--- src/design/bbra_pkg.sv ---
package bbra_pkg;

    localparam int OPCODE_W = 2;
    localparam int BLOCK_W  = 5;
    localparam int LEN_W    = 6;
    localparam int STATUS_W = 2;
    localparam int SKIP_W   = 6;
    localparam int KIND_W   = 2;
    localparam int STOP_W   = 7;

    typedef enum logic [OPCODE_W-1:0] {
        OP_ADD_BAD,
        OP_ALLOC,
        OP_ACCESS,
        OP_QUERY
    } op_t;

    typedef enum logic [STATUS_W-1:0] {
        STS_OK,
        STS_NO_SPARE,
        STS_ALLOCATED,
        STS_RANGE
    } status_t;

    typedef enum logic [KIND_W-1:0] {
        KIND_FREE,
        KIND_USED,
        KIND_BAD,
        KIND_SPARE
    } kind_t;

    typedef enum logic [1:0] {
        BS_FREE,
        BS_USED,
        BS_BAD
    } blk_state_t;

    typedef enum logic [2:0] {
        S_IDLE,
        S_EXEC,
        S_BSCAN,
        S_MSCAN,
        S_FINISH
    } ctl_state_t;

    typedef struct packed {
        logic              valid;
        logic              live;
        logic              conflict;
        logic [SKIP_W-1:0] skipped;
        kind_t             kind;
    } blk_tok_t;

    typedef struct packed {
        logic               alloc_mode;
        logic               bad_we;
        logic [BLOCK_W-1:0] first;
        logic [STOP_W-1:0]  stop;
    } blk_ctl_t;

    typedef struct packed {
        logic               valid;
        logic               found;
        logic [BLOCK_W-1:0] target;
    } map_tok_t;

    typedef struct packed {
        logic               we;
        logic [BLOCK_W-1:0] key;
    } map_ctl_t;

    typedef struct packed {
        status_t            status;
        logic [BLOCK_W-1:0] target;
        logic               redirected;
        logic [SKIP_W-1:0]  skipped;
        kind_t              kind;
    } rsp_t;

endpackage

--- src/design/bbra_in_if.sv ---
interface bbra_in_if import bbra_pkg::*; ();
    logic                valid;
    logic                ready;
    logic [OPCODE_W-1:0] opcode;
    logic [BLOCK_W-1:0]  block;
    logic [LEN_W-1:0]    run_length;

    modport source (output valid, output opcode, output block, output run_length, input ready);
    modport sink (input valid, input opcode, input block, input run_length, output ready);
endinterface

--- src/design/bbra_out_if.sv ---
interface bbra_out_if import bbra_pkg::*; ();
    logic                valid;
    logic                ready;
    logic [STATUS_W-1:0] status;
    logic [BLOCK_W-1:0]  target_block;
    logic                redirected;
    logic [SKIP_W-1:0]   bad_skipped;
    logic [KIND_W-1:0]   block_kind;

    modport source (output valid, output status, output target_block, output redirected,
                    output bad_skipped, output block_kind, input ready);
    modport sink (input valid, input status, input target_block, input redirected,
                  input bad_skipped, input block_kind, output ready);
endinterface

--- src/design/bbra_block_cell.sv ---
module bbra_block_cell import bbra_pkg::*; #(
    parameter int CELL_IDX = 0,
    parameter bit IS_SPARE = 1'b0
) (
    input  logic     clk,
    input  logic     rst_n,
    input  blk_ctl_t ctl,
    input  blk_tok_t tok_in,
    output blk_tok_t tok_out
);

    localparam bit                REACH  = CELL_IDX < (2 ** STOP_W);
    localparam logic [STOP_W-1:0] MY_IDX = STOP_W'(CELL_IDX);

    blk_state_t state_reg;
    blk_state_t state_next;
    blk_tok_t   tok_reg;
    blk_tok_t   tok_next;
    logic       hit;
    logic       in_range;

    assign hit      = REACH && (MY_IDX == {{(STOP_W-BLOCK_W){1'b0}}, ctl.first});
    assign in_range = REACH && (MY_IDX >= {{(STOP_W-BLOCK_W){1'b0}}, ctl.first})
                      && (MY_IDX < ctl.stop);

    always_comb
    begin
        state_next = state_reg;
        tok_next   = tok_in;
        if (ctl.bad_we && hit)
        begin
            state_next = BS_BAD;
        end
        if (tok_in.valid)
        begin
            if (ctl.alloc_mode)
            begin
                if (tok_in.live && in_range)
                begin
                    unique case (state_reg)
                        BS_BAD:
                        begin
                            tok_next.skipped = tok_in.skipped + SKIP_W'(1);
                        end
                        BS_USED:
                        begin
                            tok_next.conflict = 1'b1;
                            tok_next.live     = 1'b0;
                        end
                        BS_FREE:
                        begin
                            state_next = BS_USED;
                        end
                        default:
                        begin
                            state_next = state_reg;
                        end
                    endcase
                end
            end
            else if (hit)
            begin
                priority if (state_reg == BS_BAD)
                    tok_next.kind = KIND_BAD;
                else if (IS_SPARE)
                    tok_next.kind = KIND_SPARE;
                else if (state_reg == BS_USED)
                    tok_next.kind = KIND_USED;
                else
                    tok_next.kind = KIND_FREE;
            end
        end
    end

    always_ff @(posedge clk or negedge rst_n)
    begin
        if (!rst_n)
        begin
            state_reg <= BS_FREE;
            tok_reg   <= '0;
        end
        else
        begin
            state_reg <= state_next;
            tok_reg   <= tok_next;
        end
    end

    assign tok_out = tok_reg;

endmodule

--- src/design/bbra_map_cell.sv ---
module bbra_map_cell import bbra_pkg::*; #(
    parameter int                 CELL_IDX = 0,
    parameter int                 SP_W     = 3,
    parameter logic [BLOCK_W-1:0] TGT      = '0
) (
    input  logic            clk,
    input  logic            rst_n,
    input  map_ctl_t        ctl,
    input  logic [SP_W-1:0] spares_used,
    input  map_tok_t        tok_in,
    output map_tok_t        tok_out
);

    localparam logic [SP_W-1:0] MY_IDX = SP_W'(CELL_IDX);

    logic [BLOCK_W-1:0] bad_num_reg;
    map_tok_t           tok_reg;
    map_tok_t           tok_next;

    always_comb
    begin
        tok_next = tok_in;
        if (tok_in.valid && !tok_in.found && (MY_IDX < spares_used)
            && (bad_num_reg == ctl.key))
        begin
            tok_next.found  = 1'b1;
            tok_next.target = TGT;
        end
    end

    always_ff @(posedge clk)
    begin
        if (ctl.we && (spares_used == MY_IDX))
        begin
            bad_num_reg <= ctl.key;
        end
    end

    always_ff @(posedge clk or negedge rst_n)
    begin
        if (!rst_n)
        begin
            tok_reg <= '0;
        end
        else
        begin
            tok_reg <= tok_next;
        end
    end

    assign tok_out = tok_reg;

endmodule

--- src/design/bad_block_remap_allocator.sv ---
// Bad block remapping allocator.
// req channel (valid/ready) carries opcode, block and run_length; rsp channel
// (valid/ready) returns status, target_block, redirected, bad_skipped and
// block_kind, one rsp item for every req item, in order.
// One item is worked on at a time. Each item is decoded, then may pass down
// a row of cells, then is loaded into the output register:
//   add bad block, out of range, range past disk: no row is passed
//   access: the remap entry row (one remap entry cell per cycle)
//   allocate, query: the block cell row (one block cell per cycle)
// The block cell row sets the allocation time; every block cell is visited.
// A finished result sits in the output register while the next req item is
// accepted and processed; if rsp stays stalled, a finished item waits
// inside the block until the output register empties.
// Reset clears every block to free, the remap fill count to zero and both
// channels to idle; remap entries need no clearing, only filled ones are read.
module bad_block_remap_allocator import bbra_pkg::*; #(
    parameter int NUM_BLOCKS = 32,
    parameter int NUM_SPARES = 4
) (
    input  logic      clk,
    input  logic      rst_n,
    bbra_in_if.sink   req,
    bbra_out_if.source rsp
);

    localparam int SP_W           = $clog2(NUM_SPARES + 1);
    localparam int SPARE_BASE_BLK = (NUM_BLOCKS > NUM_SPARES) ? (NUM_BLOCKS - NUM_SPARES) : 0;

    ctl_state_t         state_reg;
    ctl_state_t         state_next;
    op_t                op_reg;
    logic [BLOCK_W-1:0] blk_reg;
    logic [LEN_W-1:0]   len_reg;
    logic [SP_W-1:0]    spares_used_reg;
    logic [SP_W-1:0]    spares_used_next;
    rsp_t               res_reg;
    rsp_t               res_next;
    rsp_t               out_reg;
    logic               out_valid_reg;
    logic               out_valid_next;
    logic               out_load;

    logic out_of_disk;
    logic past_disk;
    logic no_spare;
    logic launch_blk;
    logic launch_map;
    logic bad_we;
    logic map_we;
    logic req_ready;

    blk_ctl_t bctl;
    map_ctl_t mctl;
    blk_tok_t btok [NUM_BLOCKS+1];
    map_tok_t mtok [NUM_SPARES+1];

    assign out_of_disk = int'(blk_reg) >= NUM_BLOCKS;
    assign past_disk   = (int'(blk_reg) + int'(len_reg)) > NUM_BLOCKS;
    assign no_spare    = spares_used_reg >= SP_W'(NUM_SPARES);

    // next state
    always_comb
    begin
        state_next = state_reg;
        unique case (state_reg)
            S_IDLE:
            begin
                if (req.valid)
                    state_next = S_EXEC;
            end
            S_EXEC:
            begin
                priority if (out_of_disk)
                    state_next = S_FINISH;
                else if (op_reg == OP_ALLOC && !past_disk)
                    state_next = S_BSCAN;
                else if (op_reg == OP_QUERY)
                    state_next = S_BSCAN;
                else if (op_reg == OP_ACCESS)
                    state_next = S_MSCAN;
                else
                    state_next = S_FINISH;
            end
            S_BSCAN:
            begin
                if (btok[NUM_BLOCKS].valid)
                    state_next = S_FINISH;
            end
            S_MSCAN:
            begin
                if (mtok[NUM_SPARES].valid)
                    state_next = S_FINISH;
            end
            S_FINISH:
            begin
                if (!out_valid_reg || rsp.ready)
                    state_next = S_IDLE;
            end
            default:
            begin
                state_next = S_IDLE;
            end
        endcase
    end

    // outputs of the sequencer
    always_comb
    begin
        req_ready        = 1'b0;
        launch_blk       = 1'b0;
        launch_map       = 1'b0;
        bad_we           = 1'b0;
        map_we           = 1'b0;
        out_load         = 1'b0;
        spares_used_next = spares_used_reg;
        res_next         = res_reg;
        unique case (state_reg)
            S_IDLE:
            begin
                req_ready = 1'b1;
            end
            S_EXEC:
            begin
                res_next.status     = STS_OK;
                res_next.target     = blk_reg;
                res_next.redirected = 1'b0;
                res_next.skipped    = '0;
                res_next.kind       = KIND_FREE;
                priority if (out_of_disk)
                begin
                    res_next.status = STS_RANGE;
                end
                else if (op_reg == OP_ADD_BAD)
                begin
                    if (no_spare)
                    begin
                        res_next.status = STS_NO_SPARE;
                    end
                    else
                    begin
                        bad_we           = 1'b1;
                        map_we           = 1'b1;
                        spares_used_next = spares_used_reg + SP_W'(1);
                    end
                end
                else if (op_reg == OP_ALLOC)
                begin
                    if (past_disk)
                        res_next.status = STS_RANGE;
                    else
                        launch_blk = 1'b1;
                end
                else if (op_reg == OP_ACCESS)
                begin
                    launch_map = 1'b1;
                end
                else
                begin
                    launch_blk = 1'b1;
                end
            end
            S_BSCAN:
            begin
                if (btok[NUM_BLOCKS].valid)
                begin
                    res_next.status  = btok[NUM_BLOCKS].conflict ? STS_ALLOCATED : STS_OK;
                    res_next.skipped = btok[NUM_BLOCKS].skipped;
                    res_next.kind    = btok[NUM_BLOCKS].kind;
                end
            end
            S_MSCAN:
            begin
                if (mtok[NUM_SPARES].valid && mtok[NUM_SPARES].found)
                begin
                    res_next.target     = mtok[NUM_SPARES].target;
                    res_next.redirected = 1'b1;
                end
            end
            S_FINISH:
            begin
                out_load = !out_valid_reg || rsp.ready;
            end
            default:
            begin
                req_ready = 1'b0;
            end
        endcase
    end

    assign out_valid_next = out_load ? 1'b1 : (rsp.ready ? 1'b0 : out_valid_reg);

    always_ff @(posedge clk or negedge rst_n)
    begin
        if (!rst_n)
        begin
            state_reg       <= S_IDLE;
            spares_used_reg <= '0;
            out_valid_reg   <= 1'b0;
        end
        else
        begin
            state_reg       <= state_next;
            spares_used_reg <= spares_used_next;
            out_valid_reg   <= out_valid_next;
        end
    end

    always_ff @(posedge clk)
    begin
        if (req.valid && req_ready)
        begin
            op_reg  <= op_t'(req.opcode);
            blk_reg <= req.block;
            len_reg <= req.run_length;
        end
        res_reg <= res_next;
        if (out_load)
        begin
            out_reg <= res_reg;
        end
    end

    // block cell row
    assign bctl.alloc_mode = (op_reg == OP_ALLOC);
    assign bctl.bad_we     = bad_we;
    assign bctl.first      = blk_reg;
    assign bctl.stop       = {{(STOP_W-BLOCK_W){1'b0}}, blk_reg}
                             + {{(STOP_W-LEN_W){1'b0}}, len_reg};

    assign btok[0].valid    = launch_blk;
    assign btok[0].live     = 1'b1;
    assign btok[0].conflict = 1'b0;
    assign btok[0].skipped  = '0;
    assign btok[0].kind     = KIND_FREE;

    for (genvar g = 0; g < NUM_BLOCKS; g++)
    begin : g_blk
        bbra_block_cell #(
            .CELL_IDX (g),
            .IS_SPARE (g >= SPARE_BASE_BLK)
        ) u_cell (
            .clk     (clk),
            .rst_n   (rst_n),
            .ctl     (bctl),
            .tok_in  (btok[g]),
            .tok_out (btok[g+1])
        );
    end

    // remap entry row
    assign mctl.we  = map_we;
    assign mctl.key = blk_reg;

    assign mtok[0].valid  = launch_map;
    assign mtok[0].found  = 1'b0;
    assign mtok[0].target = blk_reg;

    for (genvar g = 0; g < NUM_SPARES; g++)
    begin : g_map
        bbra_map_cell #(
            .CELL_IDX (g),
            .SP_W     (SP_W),
            .TGT      (BLOCK_W'(SPARE_BASE_BLK + g))
        ) u_cell (
            .clk         (clk),
            .rst_n       (rst_n),
            .ctl         (mctl),
            .spares_used (spares_used_reg),
            .tok_in      (mtok[g]),
            .tok_out     (mtok[g+1])
        );
    end

    assign req.ready        = req_ready;
    assign rsp.valid        = out_valid_reg;
    assign rsp.status       = out_reg.status;
    assign rsp.target_block = out_reg.target;
    assign rsp.redirected   = out_reg.redirected;
    assign rsp.bad_skipped  = out_reg.skipped;
    assign rsp.block_kind   = out_reg.kind;

endmodule

--- src/flat_wrapper.sv ---
// flat-port wrapper written by rule: the top's interface ports become plain ports
module bad_block_remap_allocator_flat import bbra_pkg::*;
#(
    parameter int NUM_BLOCKS = 32,
    parameter int NUM_SPARES = 4
)
  (clk, rst_n, req_valid, req_opcode, req_block, req_run_length, req_ready, rsp_valid, rsp_status, rsp_target_block, rsp_redirected, rsp_bad_skipped, rsp_block_kind, rsp_ready);
  bbra_in_if req_i ();
  bbra_out_if rsp_i ();
  input  logic clk;
  input  logic rst_n;
  input wire logic [$bits(req_i.valid)-1:0] req_valid;
  input wire logic [$bits(req_i.opcode)-1:0] req_opcode;
  input wire logic [$bits(req_i.block)-1:0] req_block;
  input wire logic [$bits(req_i.run_length)-1:0] req_run_length;
  output wire logic [$bits(req_i.ready)-1:0] req_ready;
  output wire logic [$bits(rsp_i.valid)-1:0] rsp_valid;
  output wire logic [$bits(rsp_i.status)-1:0] rsp_status;
  output wire logic [$bits(rsp_i.target_block)-1:0] rsp_target_block;
  output wire logic [$bits(rsp_i.redirected)-1:0] rsp_redirected;
  output wire logic [$bits(rsp_i.bad_skipped)-1:0] rsp_bad_skipped;
  output wire logic [$bits(rsp_i.block_kind)-1:0] rsp_block_kind;
  input wire logic [$bits(rsp_i.ready)-1:0] rsp_ready;
  assign req_i.valid = req_valid;
  assign req_i.opcode = req_opcode;
  assign req_i.block = req_block;
  assign req_i.run_length = req_run_length;
  assign req_ready = req_i.ready;
  assign rsp_valid = rsp_i.valid;
  assign rsp_status = rsp_i.status;
  assign rsp_target_block = rsp_i.target_block;
  assign rsp_redirected = rsp_i.redirected;
  assign rsp_bad_skipped = rsp_i.bad_skipped;
  assign rsp_block_kind = rsp_i.block_kind;
  assign rsp_i.ready = rsp_ready;
  bad_block_remap_allocator #(.NUM_BLOCKS(NUM_BLOCKS), .NUM_SPARES(NUM_SPARES)) u_core (.clk(clk), .rst_n(rst_n), .req(req_i), .rsp(rsp_i));
endmodule
--- config.mk ---
export PLATFORM = sky130hd
export DESIGN_NAME = bad_block_remap_allocator_flat
export DESIGN_NICKNAME = d
export VERILOG_FILES = /design/src/design/bbra_pkg.sv /design/src/design/bbra_in_if.sv /design/src/design/bbra_out_if.sv /design/src/design/bbra_block_cell.sv /design/src/design/bbra_map_cell.sv /design/src/design/bad_block_remap_allocator.sv /design/src/flat_wrapper.sv
export SDC_FILE = /design/constraint.sdc
export NUM_CORES = 1
export LEC_CHECK = 0
export ABC_AREA = 1
export ABC_CLOCK_PERIOD_IN_PS = 7400
export BUFFER_PORTS_ARGS = -buffer_cell sky130_fd_sc_hd__buf_4
export CAP_MARGIN = 20
export CORE_MARGIN = 2
export CORE_UTILIZATION = 60
export CTS_CLUSTER_DIAMETER = 100
export DETAILED_ROUTE_END_ITERATION = 12
export HOLD_SLACK_MARGIN = 0.05
export PLACE_DENSITY = 0.76
export SLEW_MARGIN = 0
export SYNTH_ARGS = -nofsm -noshare
export SYNTH_HDL_FRONTEND = slang
export SYNTH_HIERARCHICAL = 1
export SYNTH_SLANG_ARGS = --single-unit
--- constraint.sdc ---
create_clock -name clk -period 7.4 [get_ports clk]
set_input_delay 1.48 -clock clk [delete_from_list [all_inputs] [get_ports clk]]
set_output_delay 1.48 -clock clk [all_outputs]
set_load 0.005 [all_outputs]
Word level (Yosys, flattened, before mapping). Cells that the tools add are included.

Add/subtract/negate cells: 34. Magnitude comparators: 69. Equal/unequal tests: 146. Muxes and demuxes: 483. Bitwise gates (word level): 1. Reduce and logical (&&, ||, !) cells: 193.

Operators with widths (count): 2-bit 2-to-1 mux (256); 8-bit 2-to-1 mux (63); 10-bit 2-to-1 mux (31); 6-bit 2-to-1 mux (36); 6-bit by 1-bit adder with 6-bit output (second input constant) (31); 5-bit != test (second input constant) (32); 2-bit case mux with 2 select lines (33); 1-bit logical AND (112); 5-bit by 7-bit less-than comparator with 1-bit output (first input constant) (16); 5-bit == test (first input constant) (16); 5-bit >= comparator (first input constant) (15); 2-bit == test (second input constant) (34); 2-bit by 1-bit == test with 1-bit output (second input constant) (33); 2-bit zero test (33); 2-bit OR reduction (32); 4-bit by 7-bit less-than comparator with 1-bit output (first input constant) (8); 1-bit 2-to-1 mux (51); 4-bit by 5-bit == test with 1-bit output (first input constant) (8); 4-bit by 5-bit >= comparator with 1-bit output (first input constant) (8); 32-bit by 7-bit greater-than comparator with 1-bit output (second input constant) (1); 3-bit by 7-bit less-than comparator with 1-bit output (first input constant) (4); 3-bit 2-to-1 mux (7); 3-bit by 5-bit == test with 1-bit output (first input constant) (4); 5-bit == test (4); 31 further kinds (58).

Register bits after elaboration: 515. Bits of input ports: 17. Output and inout bits: 18. Word-level logic and storage cells: 1149.

Longest topological paths before layout. Gate-level depths: netlist of the first run.

Depth in word-level cells: 10. Depth in mapped cells: 22.

Modules after synthesis. Netlist of the first run, hierarchy kept.

Modules (own cells, without submodules): bad_block_remap_allocator (instances 1, cells each 199, area each 2230.9 um^2, seq. area each 1526.5 um^2); bbra_block_cell at u_core.g_blk[12].u_cell (instances 1, cells each 114, area each 835.8 um^2, seq. area each 325.3 um^2); bbra_block_cell at u_core.g_blk[22].u_cell (instances 1, cells each 109, area each 825.8 um^2, seq. area each 325.3 um^2); bbra_block_cell at u_core.g_blk[0].u_cell (instances 1, cells each 108, area each 790.8 um^2, seq. area each 325.3 um^2); bbra_block_cell at u_core.g_blk[10].u_cell (instances 1, cells each 100, area each 782.0 um^2, seq. area each 325.3 um^2); bbra_block_cell at u_core.g_blk[20].u_cell (instances 1, cells each 105, area each 782.0 um^2, seq. area each 325.3 um^2); bbra_block_cell at u_core.g_blk[9].u_cell (instances 1, cells each 100, area each 778.2 um^2, seq. area each 325.3 um^2); bbra_block_cell at u_core.g_blk[14].u_cell (instances 1, cells each 91, area each 774.5 um^2, seq. area each 325.3 um^2); bbra_block_cell at u_core.g_blk[26].u_cell (instances 1, cells each 97, area each 768.2 um^2, seq. area each 325.3 um^2); bbra_block_cell at u_core.g_blk[6].u_cell (instances 1, cells each 94, area each 765.7 um^2, seq. area each 325.3 um^2); bbra_block_cell at u_core.g_blk[24].u_cell (instances 1, cells each 93, area each 759.5 um^2, seq. area each 325.3 um^2); bbra_block_cell at u_core.g_blk[18].u_cell (instances 1, cells each 93, area each 757.0 um^2, seq. area each 325.3 um^2); bbra_block_cell at u_core.g_blk[21].u_cell (instances 1, cells each 94, area each 753.2 um^2, seq. area each 325.3 um^2); bbra_block_cell at u_core.g_blk[25].u_cell (instances 1, cells each 97, area each 753.2 um^2, seq. area each 325.3 um^2); +23 rows.

Worst setup path before layout of the first run. No wires, ideal clock.

Path type: register to register. From: register u_core.blk_reg[0]. To: register u_core.g_blk[0].u_cell.state_reg[0]. Library setup time: 0.116 ns. Data arrival time: 4.463 ns. Required time: 7.284 ns. Path slack: 2.821 ns. Stages on the path, launching flop included: 19. Path buffers: 0. Period minus slack after synthesis: 4.579 ns. Path through: edfxtp_1 -> ha_1 -> inv_1 -> fa_1 -> xnor2_1 -> nor2_1 -> nand3_1 -> nand2_1 -> nand2_1 -> nand2_1 -> nand2_1 -> nor2_1 -> nand2_1 -> inv_1 -> and2_1 -> nand4_1 -> nand2_1 -> nand2_1 -> nand2_1.

RTL lines: start: declaration (line bad_block_remap_allocator.sv:32) `logic [BLOCK_W-1:0] blk_reg;`; start signal: assignment (line bad_block_remap_allocator.sv:213) `blk_reg <= req.block;`; end signal: assignment (line bbra_block_cell.sv:84) `state_reg <= state_next;`; end: declaration (line bbra_block_cell.sv:15) `blk_state_t state_reg;`.

==> impl_metrics.env, run 1 <==
export IMPL_setup_violations=0
export IMPL_reg2reg_from="u_core/blk_reg[0]$_DFFE_PP_"
export IMPL_numPortBuffers=34
export IMPL_slowest_stage="fa_1"
export IMPL_antenna_found_initial=0
export IMPL_htreeDepth=2
export IMPL_path_max_fanout=28
export IMPL_drtPass1Iterations=6
export IMPL_setup_tns_ps=0
export IMPL_cap_viol_max_count=0
export IMPL_hold_buffers=0
export IMPL_start_kind="flip-flop"
export IMPL_die_x_um=220
export IMPL_min_path_type="flip-flop to flip-flop"
export IMPL_cts_root_buffer="clkbuf_16"
export IMPL_yosys_warnings=6
export IMPL_grt_pass1_vias=21500
export IMPL_cp_cell_sequence="ha_1, inv_1, fa_1, inv_1, or2_2, nor2_1, nand3_1, nand2_1, nand2_1, nand2_1, nand2_1, nor2_1, nand2_1, inv_1, nand2_1, o31ai_1, inv_1"
export IMPL_synth_avg_cell_area_um2=8.35
export IMPL_min_from="u_core/g_map[0].u_cell/tok_out[6]$_DFF_PN0_"
export IMPL_multiInputGateArea_mm2=0.0124
export IMPL_slew_viol_final=0
export IMPL_drtIter0Drc=1400
export IMPL_die_area_mm2=0.0486
export IMPL_crit_required_ps=7880
export IMPL_crit_arrival_ps=4090
export IMPL_max_freq_mhz=277
export IMPL_post_route_period_util=0.488
export IMPL_maxSlewHeadroom=0.336
export IMPL_r2r_end="u_core/g_blk[0].u_cell/tok_out[9]$_DFF_PN0_"
export IMPL_syn_inst=3363
export IMPL_post_cts_setup_buffer_count=0
export IMPL_clk_path_buf_depth=3
export IMPL_grt_use_total=0.255
export IMPL_path_delay_family="simple AND/OR/NAND/NOR gates"
export IMPL_fin_nets=3648
export IMPL_core_area_mm2=0.0464
export IMPL_crit_type="flip-flop to flip-flop"
export IMPL_worst_pin_slew_ps=996
export IMPL_cts_sinks=515
export IMPL_drc_errors=0
export IMPL_grt_max_degree=170
export IMPL_rows=79
export IMPL_ctsResizeCount=0
export IMPL_ir_drop_uv=253
export IMPL_grt_pass1_wl_mm=100
export IMPL_routedWlPerCell_um=14.5
export IMPL_cts_made_buffers=53
export IMPL_power_density_mw_per_mm2=287
export IMPL_die_h_um=220
export IMPL_reg2regPathDepth=17
export IMPL_worstHoldEndpoint="u_core/g_map[1].u_cell/tok_out[6]$_DFF_PN0_"
export IMPL_hold_viol=0
export IMPL_leakagePower_uw=0.0153
export IMPL_final_layout_size_suffix_gt1_frac=0.136
export IMPL_hold_depth=0
export IMPL_max_stage_delay_ps=470
export IMPL_reg2reg_slack_ps=3790
export IMPL_routed_via_density=5.19
export IMPL_grt_overflow=0
export IMPL_skew_ps=31.5
export IMPL_largest_reg_flops=351
export IMPL_endpoint_kind="flip-flop"
export IMPL_vias=21500
export IMPL_syn_cell_area_mm2=0.0281
export IMPL_hold_slack_ps=374
export IMPL_cts_tree="done"
export IMPL_routabilityCongestion=0.848
export IMPL_drt_total_wl_mm=60.3
export IMPL_clkTransAtPathRegs_ps=70
export IMPL_n_antenna_cell=0
export IMPL_register_area_mm2=0.0132
export IMPL_syn2layout_area_growth_pct=11.2
export IMPL_drtAntennaViolNets=0
export IMPL_worst_path_most_repeated_cell="nand2_1"
export IMPL_outcome="complete, no violations"
export IMPL_rsz0062_at_grt="no"
export IMPL_clk_latency_ps=610
export IMPL_initial_core_util=0.606
export IMPL_hpwlAfterDp_mm=40.7
export IMPL_crit_buf_inv=4
export IMPL_min_period_ps=3610
export IMPL_io_pins=35
export IMPL_fillCellCount=3538
metrics by stage:
stage / power, uW / area (um^2) / std cells / util / setup WS, ps
after floorplan: 5390 / 28200 / 3389 / - / 2820
after global placement: 6020 / 29400 / 4047 / 0.634 / 3970
after detailed placement: 6150 / 29400 / 4047 / 0.634 / 3840
after CTS: 8990 / 31200 / 4144 / 0.674 / 3820
after global routing: 9510 / 31200 / 4144 / 0.674 / 3560
final: 8950 / 31200 / 4144 / 0.674 / 3790
worst max path at each step:
stage	depth (start not counted)	slack, ps	to	startpoint
finish	17	3790	u_core/g_blk[0].u_cell/tok_out[9]$_DFF_PN0_	u_core/blk_reg[0]$_DFFE_PP_
global route	17	3560	u_core/g_blk[0].u_cell/tok_out[9]$_DFF_PN0_	u_core/blk_reg[0]$_DFFE_PP_
CTS	17	3820	u_core/g_blk[0].u_cell/tok_out[9]$_DFF_PN0_	u_core/blk_reg[0]$_DFFE_PP_
detailed placement	17	3840	u_core/g_blk[0].u_cell/tok_out[9]$_DFF_PN0_	u_core/blk_reg[0]$_DFFE_PP_
global placement	17	3970	u_core/g_blk[0].u_cell/tok_out[9]$_DFF_PN0_	u_core/blk_reg[0]$_DFFE_PP_
floorplan	18	2820	u_core/g_blk[0].u_cell/state_reg[0]$_DFFE_PN0P_	u_core/blk_reg[0]$_DFFE_PP_
final cells by class:
class / instances / area share
timing repair buffer: 52 / 0.0135
sequential: 515 / 0.423
clock buffer: 74 / 0.0495
tap: 607 / 0.0243
inverter: 683 / 0.0826
multi-input combinational: 2190 / 0.397
clock inverter: 23 / 0.00962
worst register-to-register path, stage by stage (launching register included):
cell	delay [ps]
edfxtp_1	360
ha_1	210
inv_1	70
fa_1	470
inv_1	410
or2_2	470
nor2_1	100
nand3_1	80
nand2_1	80
nand2_1	50
nand2_1	70
nand2_1	60
nor2_1	290
nand2_1	150
inv_1	180
nand2_1	90
o31ai_1	280
inv_1	60
cells in the final DEF (no fill, tap or decap), types with 19 or more instances in the layout:
cell type and n:
a21oi_1 37, buf_4 49, clkbuf_16 54, clkinv_2 19, conb_1 28, dfrtp_1 450, edfxtp_1 65, ha_1 135
inv_1 608, inv_2 55, nand2_1 869, nand2_2 50, nand3_1 113, nand3_2 27, nand3_4 20, nand3b_1 35
nand4_1 104, nor2_1 269, nor2_2 74, nor2_4 33, nor3_1 44, o21ai_0 103, o21ai_1 50, o21bai_1 39
xnor2_1 26, xor2_1 37
power breakdown:
| part | total (uW) | internal [uW] | switching (uW) |
|---|---|---|---|
| clock network | 2800 | 1700 | 1110 |
| logic | 2570 | 775 | 1790 |
| registers | 3580 | 3300 | 280 |
metal layers:
metal  share of wire  GRT usage
met3           0.054     0.0427
met5               0          0
met2            0.49      0.445
met4           0.025     0.0792
met1            0.43      0.324
Note: power is estimated with default switching activity, not from simulation.
==> run 2, diff against run 1 <==
--- a/config.mk
+++ b/config.mk
@@ -5,12 +5,12 @@
 export SDC_FILE = /design/constraint.sdc
 export NUM_CORES = 1
 export LEC_CHECK = 0
-export ABC_AREA = 1
-export ABC_CLOCK_PERIOD_IN_PS = 7400
+export ABC_AREA = 0
+export ABC_CLOCK_PERIOD_IN_PS = 3110
 export BUFFER_PORTS_ARGS = -buffer_cell sky130_fd_sc_hd__buf_4
 export CAP_MARGIN = 20
 export CORE_MARGIN = 2
-export CORE_UTILIZATION = 60
+export CORE_UTILIZATION = 57
 export CTS_CLUSTER_DIAMETER = 100
 export DETAILED_ROUTE_END_ITERATION = 12
 export HOLD_SLACK_MARGIN = 0.05
==> constraint.sdc (replaced) <==
create_clock -name clk -period 3.11 [get_ports clk]
set_input_delay 0.622 -clock clk [delete_from_list [all_inputs] [get_ports clk]]
set_output_delay 0.622 -clock clk [all_outputs]
set_load 0.005 [all_outputs]
==> impl_metrics.env, run 2 <==
export IMPL_grt_pass1_vias=17200
export IMPL_power_density_mw_per_mm2=720
export IMPL_outcome="complete, no violations"
export IMPL_cp_cell_sequence="ha_2, inv_2, fa_2, nand2b_4, a211oi_4, o21ai_2, clkinvlp_4, buf_12, or4_4, o211ai_4, buf_6, nor3_2, xor2_1"
export IMPL_final_cell_mix="dfrtp_1 (450), ha_1 (132), xnor2_1 (129)"
export IMPL_cts_tree="done"
export IMPL_cts_made_buffers=53
export IMPL_min_period_ps=3060
export IMPL_largest_reg_flops=351
export IMPL_routed_via_density=5.89
export IMPL_routabilityCongestion=0.831
export IMPL_skew_ps=19.0
export IMPL_drtAntennaViolNets=0
export IMPL_place_inst=2666
export IMPL_numPortBuffers=34
export IMPL_maxSlewHeadroom=0.443
export IMPL_met2_length_mm=25.8
export IMPL_core_area_mm2=0.0431
export IMPL_post_route_period_util=0.985
export IMPL_top_layer="met4"
export IMPL_initial_core_util=0.577
export IMPL_worst_pin_slew_ps=836
export IMPL_n_antenna_cell=0
export IMPL_drc_errors=0
export IMPL_rsz0062_at_grt="yes"
export IMPL_cts_sinks=515
export IMPL_cp_startpoint="u_core/blk_reg[0]$_DFFE_PP_"
export IMPL_min_path_type="primary input to async pin"
export IMPL_drt_total_wl_mm=51.7
export IMPL_hpwlAfterDp_mm=33.7
export IMPL_crit_type="flip-flop to flip-flop"
export IMPL_fin_cells=2777
export IMPL_setup_ws_ps=47.7
export IMPL_hold_buffers=0
export IMPL_drtPass1Iterations=7
export IMPL_reg2reg_from="u_core/blk_reg[0]$_DFFE_PP_"
export IMPL_endpoint_kind="flip-flop"
export IMPL_final_common_cell="dfrtp_1"
export IMPL_slowest_stage="or4_4"
export IMPL_rows=76
export IMPL_crit_required_ps=3600
export IMPL_crit_arrival_ps=3550
export IMPL_clkTransAtPathRegs_ps=60
export IMPL_hold_viol=0
export IMPL_path_max_fanout=6
export IMPL_cap_viol_max_count=0
export IMPL_fin_nets=2300
export IMPL_crit_buf_inv=4
export IMPL_slew_viol_final=0
export IMPL_htreeDepth=2
export IMPL_place_ws_ps=-16.4
export IMPL_start_kind="flip-flop"
export IMPL_clk_latency_ps=610
export IMPL_grt_overflow=0
export IMPL_syn_cell_area_mm2=0.0248
export IMPL_max_stage_delay_ps=520
export IMPL_yosys_warnings=6
export IMPL_synth_avg_cell_area_um2=12.6
export IMPL_io_pins=35
export IMPL_met3_length_mm=2.31
export IMPL_die_area_mm2=0.0453
export IMPL_vias=16300
export IMPL_fin_util=0.672
export IMPL_ir_drop_uv=480
export IMPL_leakagePower_uw=0.0122
export IMPL_grt_max_degree=92
export IMPL_die_x_um=213
export IMPL_drtIter0Drc=1017
export IMPL_drt_met1_wl_mm=22.6
export IMPL_syn2layout_area_growth_pct=16.5
export IMPL_grt_use_total=0.238
export IMPL_final_layout_size_suffix_gt1_frac=0.224
export IMPL_syn_inst=1970
export IMPL_setup_violations=0
export IMPL_die_h_um=213
export IMPL_fillCellCount=3007
export IMPL_clk_path_buf_depth=3
export IMPL_antenna_found_initial=0
export IMPL_routedWlPerCell_um=18.6
export IMPL_power_uw=20800
export IMPL_path_delay_family="simple AND/OR/NAND/NOR gates"
export IMPL_max_freq_mhz=327
export IMPL_cts_root_buffer="clkbuf_16"
export IMPL_grt_pass1_wl_mm=86.5
[run 2: layout make-up]
class | count | area (um^2) | area share
clock inverters | 20 | 288 | 0.00995
multi-input cells | 1345 | 11600 | 0.401
well taps | 585 | 732 | 0.0253
inverters | 118 | 448 | 0.0155
repair buffers | 114 | 1100 | 0.0381
flip-flops and latches | 515 | 13200 | 0.457
clock buffers | 80 | 1560 | 0.0539
[run 2: where the power goes]
group | internal, uW | switching (uW)
logic | 2200 | 3610
clock network | 3970 | 2630
registers | 7770 | 628
[run 2: final timing paths]
kind | to | cells after the start | slack [ps]
setup / recovery | u_core/g_blk[6].u_cell/tok_out[7]$_DFF_PN0_ | 13 | 50
hold / removal | u_core/rsp.valid$_DFFE_PN0P_ | 1 | 70
setup reg to reg | u_core/g_blk[6].u_cell/tok_out[7]$_DFF_PN0_ | 13 | 50
hold reg to reg | u_core/g_map[1].u_cell/tok_out[6]$_DFF_PN0_ | 0 | 370
max in group asynchronous | u_core/g_blk[9].u_cell/tok_out[10]$_DFF_PN0_ | 2 | 2110
min in group clk | u_core/len_reg[1]$_DFFE_PP_ | 1 | 190
[run 2: what timing repair did]
action,4_1_cts,5_1_grt
setup buffers,0,10
gates resized for setup,0,19
setup endpoints to repair,0,68
[run 2: worst register-to-register path, stage by stage (launching register included)]
cell and delay [ps]:
edfxtp_1 390, ha_2 220, inv_2 50, fa_2 180, nand2b_4 140, a211oi_4 70
o21ai_2 230, clkinvlp_4 220, buf_12 190, or4_4 520, o211ai_4 340, buf_6 190
nor3_2 50, xor2_1 170
[run 2: per-layer routing]
layer  track usage  up-vias
met5             0        -
met2         0.406      385
met3        0.0344       87
li1              -     7540
met4        0.0755        0
met1         0.315     8335
[run 2: metrics by stage]
step / instance area, um^2 / hold slack (ps) / TNS, ps
5_1_grt: 28900 / 119 / -254
3_5_place_dp: 26900 / 358 / -16.4
4_1_cts: 28700 / 89.5 / 0
2_1_floorplan: 25200 / 326 / -497630
3_3_place_gp: 26900 / 351 / 0
6_report: 28900 / 73.1 / 0
